`config.mk`:
```
export PLATFORM = sky130hd
export DESIGN_NAME = top_eight_index_selector
export DESIGN_NICKNAME = d
export VERILOG_FILES = /design/src/tei_pkg.sv /design/src/tei_cell.sv /design/src/tei_ctrl.sv /design/src/top_eight_index_selector.sv
export VERILOG_INCLUDE_DIRS = /design/src /design/src/src
export SDC_FILE = /design/constraint.sdc
export NUM_CORES = 1
export LEC_CHECK = 0
export BUFFER_PORTS_ARGS = -buffer_cell sky130_fd_sc_hd__buf_2
export CAP_MARGIN = 30
export CORE_ASPECT_RATIO = 1.75
export CORE_MARGIN = 5
export CORE_UTILIZATION = 50
export CTS_CLUSTER_SIZE = 12
export DETAILED_ROUTE_END_ITERATION = 12
export HOLD_SLACK_MARGIN = 0.12
export MAX_ROUTING_LAYER = met4
export PLACE_DENSITY = 0.71
export SLEW_MARGIN = 20
export SYNTH_ARGS = -nofsm -noshare
export SYNTH_HDL_FRONTEND = slang
export SYNTH_SLANG_ARGS = --single-unit
```
`constraint.sdc`:
```
create_clock -name clock -period 5.1 [get_ports clock]
set_input_delay 1.02 -clock clock [delete_from_list [all_inputs] [get_ports clock]]
set_output_delay 1.02 -clock clock [all_outputs]
set_load 0.02 [all_outputs]
```
`src/assert_macros.svh`:
```
// assertion macros shared by the ranking block
// no dependencies; modules using them provide clock and reset signals
`ifndef ASSERT_MACROS_SVH
`define ASSERT_MACROS_SVH

// checked property, suspended while reset is high
`define TEI_ASSERT(lbl, prop, msg) \
   lbl: assert property (@(posedge clock) disable iff (reset) prop) else $error(msg);

// checked property, also during reset
`define TEI_ASSERT_ALWAYS(lbl, prop, msg) \
   lbl: assert property (@(posedge clock) prop) else $error(msg);

`endif

```
`src/tei_pkg.sv`:
```
// shared constants and types of the top eight index selector
// no dependencies
package tei_pkg;

   localparam int MAX_LEN   = 32;
   localparam int TOP_COUNT = 8;

   localparam int VALUE_W = 16;
   localparam int POS_W   = 5;
   localparam int RANK_W  = 3;
   localparam int CNT_W   = $clog2(MAX_LEN + 1);
   localparam int RIDX_W  = (TOP_COUNT > 1) ? $clog2(TOP_COUNT) : 1;

   // controller modes
   typedef enum logic {
      ST_COLLECT,
      ST_DRAIN
   } tei_state_type;

   // per-cycle commands broadcast to every cell
   typedef struct packed {
      logic load_first;
      logic rank_en;
      logic shift_up;
   } tei_ctl_type;

endpackage

```
`src/tei_cell.sv`:
```
// one ranked slot of the chain: holds a position and a value
// depends on tei_pkg
module tei_cell (
   input  logic                         clock,
   input  logic                         reset,
   input  tei_pkg::tei_ctl_type         ctl,
   input  logic [tei_pkg::POS_W-1:0]    new_pos,
   input  logic [tei_pkg::VALUE_W-1:0]  new_val,
   input  logic                         up_gt,
   input  logic [tei_pkg::POS_W-1:0]    up_pos,
   input  logic [tei_pkg::VALUE_W-1:0]  up_val,
   input  logic [tei_pkg::POS_W-1:0]    down_pos,
   input  logic [tei_pkg::VALUE_W-1:0]  down_val,
   output logic                         gt,
   output logic [tei_pkg::POS_W-1:0]    pos,
   output logic [tei_pkg::VALUE_W-1:0]  val
);
   import tei_pkg::*;

   logic [POS_W-1:0]   pos_ff, pos_in;
   logic [VALUE_W-1:0] val_ff, val_in;

   // new word beats this slot
   assign gt = new_val > val_ff;

   // next slot contents
   always_comb begin
      pos_in = pos_ff;
      val_in = val_ff;
      if (ctl.load_first) begin
         pos_in = new_pos;
         val_in = new_val;
      end else if (ctl.rank_en) begin
         if (up_gt) begin
            pos_in = up_pos;
            val_in = up_val;
         end else if (gt) begin
            pos_in = new_pos;
            val_in = new_val;
         end
      end else if (ctl.shift_up) begin
         pos_in = down_pos;
         val_in = down_val;
      end
   end

   // slot registers
   always_ff @(posedge clock) begin
      if (reset) begin
         pos_ff <= '0;
         val_ff <= '0;
      end else begin
         pos_ff <= pos_in;
         val_ff <= val_in;
      end
   end

   assign pos = pos_ff;
   assign val = val_ff;

endmodule

```
`src/tei_ctrl.sv`:
```
// list counter and drain sequencer for the ranking chain
// depends on tei_pkg and assert_macros.svh
`include "assert_macros.svh"

module tei_ctrl (
   input  logic                        clock,
   input  logic                        reset,
   input  logic                        req_valid,
   input  logic                        req_end_of_list,
   input  logic                        rsp_stall,
   output logic                        req_stall,
   output logic                        rsp_valid,
   output logic [tei_pkg::RANK_W-1:0]  rsp_rank,
   output logic                        rsp_last_result,
   output logic [tei_pkg::POS_W-1:0]   new_pos,
   output tei_pkg::tei_ctl_type        ctl
);
   import tei_pkg::*;

   tei_state_type     state_ff, state_in;
   logic [CNT_W-1:0]  count_ff, count_in;
   logic [RIDX_W-1:0] rank_ff, rank_in;
   logic              req_acc;
   logic              last_rank;

   assign req_acc   = req_valid && !req_stall;
   assign last_rank = rank_ff == RIDX_W'(TOP_COUNT - 1);
   assign new_pos   = POS_W'(count_ff);

   // state registers
   always_ff @(posedge clock) begin
      if (reset) begin
         state_ff <= ST_COLLECT;
         count_ff <= '0;
         rank_ff  <= '0;
      end else begin
         state_ff <= state_in;
         count_ff <= count_in;
         rank_ff  <= rank_in;
      end
   end

   // next state and cell commands
   always_comb begin
      state_in       = state_ff;
      count_in       = count_ff;
      rank_in        = rank_ff;
      ctl            = '0;
      req_stall      = 1'b0;
      rsp_valid      = 1'b0;
      case (state_ff)
         ST_COLLECT: begin
            if (req_acc) begin
               if (count_ff == '0) begin
                  ctl.load_first = 1'b1;
               end else if (count_ff < CNT_W'(MAX_LEN)) begin
                  ctl.rank_en = 1'b1;
               end
               if (req_end_of_list) begin
                  state_in = ST_DRAIN;
                  count_in = '0;
                  rank_in  = '0;
               end else if (count_ff < CNT_W'(MAX_LEN)) begin
                  count_in = CNT_W'(count_ff + 1'b1);
               end
            end
         end
         ST_DRAIN: begin
            req_stall = 1'b1;
            rsp_valid = 1'b1;
            if (!rsp_stall) begin
               // rank 0 leaves, the rest move up and zeros enter at the bottom
               ctl.shift_up = 1'b1;
               rank_in      = RIDX_W'(rank_ff + 1'b1);
               if (last_rank) begin
                  state_in = ST_COLLECT;
                  rank_in  = '0;
               end
            end
         end
         default: begin
            state_in = ST_COLLECT;
         end
      endcase
   end

   assign rsp_rank        = RANK_W'(rank_ff);
   assign rsp_last_result = last_rank;

   `TEI_ASSERT_ALWAYS(a_ctl_onehot, $onehot0(ctl), "more than one cell command at once")
   `TEI_ASSERT(a_eol_drains, req_acc && req_end_of_list |=> rsp_valid && rsp_rank == '0,
      "end of list did not start the drain at rank 0")
   `TEI_ASSERT(a_drain_ends, rsp_valid && !rsp_stall && rsp_last_result |=> !rsp_valid,
      "drain did not stop after the last word")
   `TEI_ASSERT(a_count_bound, count_ff <= CNT_W'(MAX_LEN), "list counter beyond limit")

endmodule

```
`src/top_eight_index_selector.sv`:
```
// Latency: the rank 0 word is offered the cycle after the end-of-list word is accepted.
// Throughput: one list word per cycle while collecting; after end of list the input stalls
// until the chain has shifted all TOP_COUNT results out through rank 0, and output stalls prolong this.
// Reset clears every slot, the list counter and the drain sequencer.
// Top level: chain of TOP_COUNT ranking cells plus controller; depends on tei_pkg,
// tei_cell and tei_ctrl
module top_eight_index_selector (
   input  logic                          clock,
   input  logic                          reset,
   input  logic                          req_valid,
   output logic                          req_stall,
   input  logic [tei_pkg::VALUE_W-1:0]   req_count_value,
   input  logic                          req_end_of_list,
   output logic                          rsp_valid,
   input  logic                          rsp_stall,
   output logic [tei_pkg::RANK_W-1:0]    rsp_rank,
   output logic [tei_pkg::POS_W-1:0]     rsp_position,
   output logic [tei_pkg::VALUE_W-1:0]   rsp_slot_value,
   output logic                          rsp_last_result
);
   import tei_pkg::*;

   tei_ctl_type        ctl;
   logic [POS_W-1:0]   new_pos;
   logic               cell_gt  [TOP_COUNT];
   logic [POS_W-1:0]   cell_pos [TOP_COUNT];
   logic [VALUE_W-1:0] cell_val [TOP_COUNT];

   // controller
   tei_ctrl u_ctrl (
      .clock           (clock),
      .reset           (reset),
      .req_valid       (req_valid),
      .req_end_of_list (req_end_of_list),
      .rsp_stall       (rsp_stall),
      .req_stall       (req_stall),
      .rsp_valid       (rsp_valid),
      .rsp_rank        (rsp_rank),
      .rsp_last_result (rsp_last_result),
      .new_pos         (new_pos),
      .ctl             (ctl)
   );

   // chain of ranked slots, rank 0 at the head
   for (genvar k = 0; k < TOP_COUNT; k++) begin : g_cell
      logic               up_gt;
      logic [POS_W-1:0]   up_pos, down_pos;
      logic [VALUE_W-1:0] up_val, down_val;

      if (k == 0) begin : g_head
         assign up_gt  = 1'b0;
         assign up_pos = '0;
         assign up_val = '0;
      end else begin : g_mid
         assign up_gt  = cell_gt[k-1];
         assign up_pos = cell_pos[k-1];
         assign up_val = cell_val[k-1];
      end

      if (k == TOP_COUNT - 1) begin : g_tail
         assign down_pos = '0;
         assign down_val = '0;
      end else begin : g_body
         assign down_pos = cell_pos[k+1];
         assign down_val = cell_val[k+1];
      end

      tei_cell u_cell (
         .clock    (clock),
         .reset    (reset),
         .ctl      (ctl),
         .new_pos  (new_pos),
         .new_val  (req_count_value),
         .up_gt    (up_gt),
         .up_pos   (up_pos),
         .up_val   (up_val),
         .down_pos (down_pos),
         .down_val (down_val),
         .gt       (cell_gt[k]),
         .pos      (cell_pos[k]),
         .val      (cell_val[k])
      );
   end

   // result word comes from the head slot
   assign rsp_position   = cell_pos[0];
   assign rsp_slot_value = cell_val[0];

endmodule

```
==> results.tsv <==
stage	metric	value	unit
setup_path	Crit path depth	11	
route	via count	12780	
clock_tree	Clock Pin Slew Worst Setup and Hold Paths	0.06	ns
global_route	gr ovfl total	0	
clock_tree	CTS buffer count	17	
setup_path	CP startpoint kind	primary input	
timing	Final Hold Viols	0	
route	WL/cell	21.90	microns
clock_tree	Resized cells post-CTS	0	
timing	unrepaired setup endpoints after global routing	no	
setup_path	WP data required	5.44	ns
clock_tree	clk buf depth	2	
setup_path	Crit path max-delay family	simple AND/OR/NAND/NOR gates	
floorplan	Initial Util	50.50	%
timing	Rel. slew slack	39.43	%
pwr	leakage	5.292	nW
flow_run	max-cap viol count	0	
setup_path	CP startpoint	req_count_value[11]	
setup_path	CP Max Fanout	35	
finish	area delta synth->final	8.184	%
timing	Final setup viols	0	
floorplan	row cnt	78	
finish	Nets	1756	
global_route	wire length of the first global-routing pass	67300	microns
pwr	PwrDens	307.8	nW/um^2
floorplan	Die X	131.9	microns
route	DR pass1 iterations	6	
run_status	outcome	complete, no violations	
synth	Mapped Cells	1625	
placed_design	dpl hpwl	30240	microns
floorplan	die footprint	29470	sq um
global_route	vias in the first global route	12550	
pwr	Max VDD drop	224.4	uV
timing	period utilisation layout	75.82	%
clock_tree	H-tree level count	4	
synth	number of synthesis warnings	0	
placed_design	worst slack, placed	0.8604	ns
setup_path	RR Startpoint	u_ctrl.count_ff[1]$_SDFFE_PP0P_	
timing	setup TNS	0	ns
route	WL final	42400	microns
clock_tree	TritonCTS clock tree	yes	
min_path	Hold Path Class	register to register	
clock_tree	setup bufs post-CTS	0	
finish	share of layout cells above drive strength 1	11.14	%
timing	Worst-Margin Slew	0.9085	ns
timing	fmax	0.2586	GHz
setup_path	FF-to-FF setup slack	1.55	ns
route	DRC viols	0	
synth	Mapped Area	13010	sq um
synth	sequential-to-total area share from yosys stat	27.39	%
placed_design	IO buf count	47	
global_route	GRT Overall Usage	28.87	%
timing	crit path time final	3.867	ns
clock_tree	clock sinks	178	
placed_design	RD Place Congestion	0.9229	
finish	antenna cells	0	
synth	syn_area_per_cell	8.006	sq um
setup_path	slowest CP cell	nor4_1	
synth	post-synth cell types	88	
setup_path	worst reg2reg endpoint	g_cell[7].u_cell.val[13]$_SDFFE_PP0P_	
clock_tree	Clk Latency, worst-skew pair	0.46	ns
floorplan	num ports	48	
synth	Primary FF master, synth	dfxtp_1	
setup_path	Setup CP Type	primary input to register	
timing	setup ws final	1.233	ns
synth	Post-synth ARST share	0	%
floorplan	die height	223.4	microns
setup_path	Worst path max stage delay	0.67	ns
route	vias per cell	6.602	
synth	Post-synth EDFFs	0	
setup_path	CP arrival	4.21	ns
clock_tree	hold buffers post-CTS	0	
route	DR iter-0 viols	930	
setup_path	Worst Reg-to-Reg Cells	9	
global_route	initial antenna violation count	0	
setup_path	Critical Path Sink	g_cell[6].u_cell.val[10]$_SDFFE_PP0P_	
setup_path	crit path cell chain	buf_2, ha_1, nand4_1, nor4_1, a21boi_0, o31a_1, buf_4, o21ai_2, buf_4, and2_1, o31a_1	
setup_path	Critical path buffers and inverters	3	
synth	Net Count, Synth	1778	
synth	Synth Register Bits	178	
timing	Final Max Tran Viols	0	
timing	Worst Clk Skew	0.008774	ns
setup_path	critical path capture point type	register	
clock_tree	CTS root buffer	clkbuf_16	
global_route	largest net degree at the start of global routing	81	
route	Final ANT Viol Nets	0	
floorplan	core box area	25760	sq um
==> cells in the mapped netlist (12+ instances only) <==
| cell | n | area (sq um) |
|---|---|---|
| a21oi_1 | 156 | 780.8 |
| a221oi_1 | 14 | 122.6 |
| a22oi_1 | 27 | 202.7 |
| a311oi_1 | 33 | 289.0 |
| a31oi_1 | 21 | 131.4 |
| a32o_1 | 14 | 140.1 |
| a32oi_1 | 17 | 148.9 |
| and2_1 | 25 | 156.4 |
| and3_1 | 12 | 75.07 |
| buf_2 | 30 | 150.1 |
| clkbuf_1 | 77 | 289.0 |
| dfxtp_1 | 178 | 3563 |
| ha_1 | 132 | 1652 |
| inv_1 | 130 | 488.0 |
| mux2i_1 | 75 | 750.7 |
| nand2_1 | 147 | 551.8 |
| nand3_1 | 39 | 195.2 |
| nand4_1 | 40 | 250.2 |
| nor2_1 | 132 | 495.5 |
| nor2b_1 | 13 | 81.33 |
| o211ai_1 | 16 | 120.1 |
| o21ai_0 | 66 | 330.3 |
| o2bb2ai_1 | 19 | 166.4 |
| o31a_1 | 21 | 183.9 |
| o41ai_1 | 12 | 105.1 |
==> registers in the layout (all words and copies together) (netlist names) <==
signal             flops
u_ctrl.count_ff        6
g_cell.u_cell.val    128
u_ctrl.state_ff        1
g_cell.u_cell.pos     40
u_ctrl.rsp_rank        3
==> report_power, final <==
part | total [mW] | internal (mW) | switching [mW]
Clock | 1.51 | 0.920 | 0.588
Combinational | 1.21 | 0.439 | 0.769
Sequential | 1.62 | 1.51 | 0.111
Total | 4.33 | 2.86 | 1.47
==> worst min-delay path, stage by stage (launching register included) <==
cell and delay (ns):
dfxtp_1 0.31, nand3_1 0.06, o41ai_1 0.06
==> cell type report <==
class	count	area, sq um
fillers	2493	11690
multi-input cells	1188	8406
flip-flops and latches	178	3563
repair buffers	87	550.5
inverters	131	491.7
clock buffers	23	488.0
well taps	320	400.4
clock inverters	9	175.2
==> cell families after synthesis <==
kind of cell	after synthesis	share of synthesized area (%)
buf+inv	259	8.223
flops	178	27.39
simple gates	449	16.38
fa+ha+maj	132	12.69
compound gates	518	28.39
xor+xnor	3	0.2020
mux	86	6.722
==> cells in the final DEF, fill, tap and decap left out, types with 46 or more instances in the layout <==
cell type,count
o21ai_0,66
inv_1,130
nor2_1,130
dfxtp_1,178
a21oi_1,156
ha_1,132
mux2i_1,75
nand2_1,147
buf_2,46
==> layer usage <==
layer  wire length [microns]  up-vias  track usage, %  part of all wire [%]
met5                       0        -               -                     0
met4                    3021        0           19.13                   7.1
met3                    2520      190           3.565                   5.9
met2                   20900      569           48.11                    49
met1                   15960     6073           32.19                    38
li1                        -     5949               -                     -
==> through the flow <==
stage	total power, mW	instances	hold WS, ns	instance area, sq um	util, %
6_report	4.333	1936	0.4716	14070	54.63
5_1_grt	4.528	1936	0.4884	14070	54.63
2_1_floorplan	2.472	1625	0.4322	13010	-
3_5_place_dp	2.827	1904	0.4640	13410	52.05
3_3_place_gp	2.795	1903	0.4456	13400	52.03
4_1_cts	4.327	1936	0.4758	14070	54.63
==> worst min path at each step <==
stage	endpoint	startpoint	slack, ns	cells past startpoint
6_report	g_cell[7].u_cell.pos[3]$_SDFFE_PP0P_	g_cell[7].u_cell.pos[3]$_SDFFE_PP0P_	0.47	2
5_1_grt	g_cell[7].u_cell.pos[3]$_SDFFE_PP0P_	g_cell[7].u_cell.pos[3]$_SDFFE_PP0P_	0.49	2
4_1_cts	g_cell[7].u_cell.pos[3]$_SDFFE_PP0P_	g_cell[7].u_cell.pos[3]$_SDFFE_PP0P_	0.48	2
3_5_place_dp	g_cell[7].u_cell.pos[0]$_SDFFE_PP0P_	g_cell[7].u_cell.pos[0]$_SDFFE_PP0P_	0.46	1
3_3_place_gp	g_cell[7].u_cell.pos[0]$_SDFFE_PP0P_	g_cell[7].u_cell.pos[0]$_SDFFE_PP0P_	0.45	1
2_1_floorplan	g_cell[7].u_cell.pos[0]$_SDFFE_PP0P_	g_cell[7].u_cell.pos[0]$_SDFFE_PP0P_	0.43	1
Power figures use the tool's default switching activity.
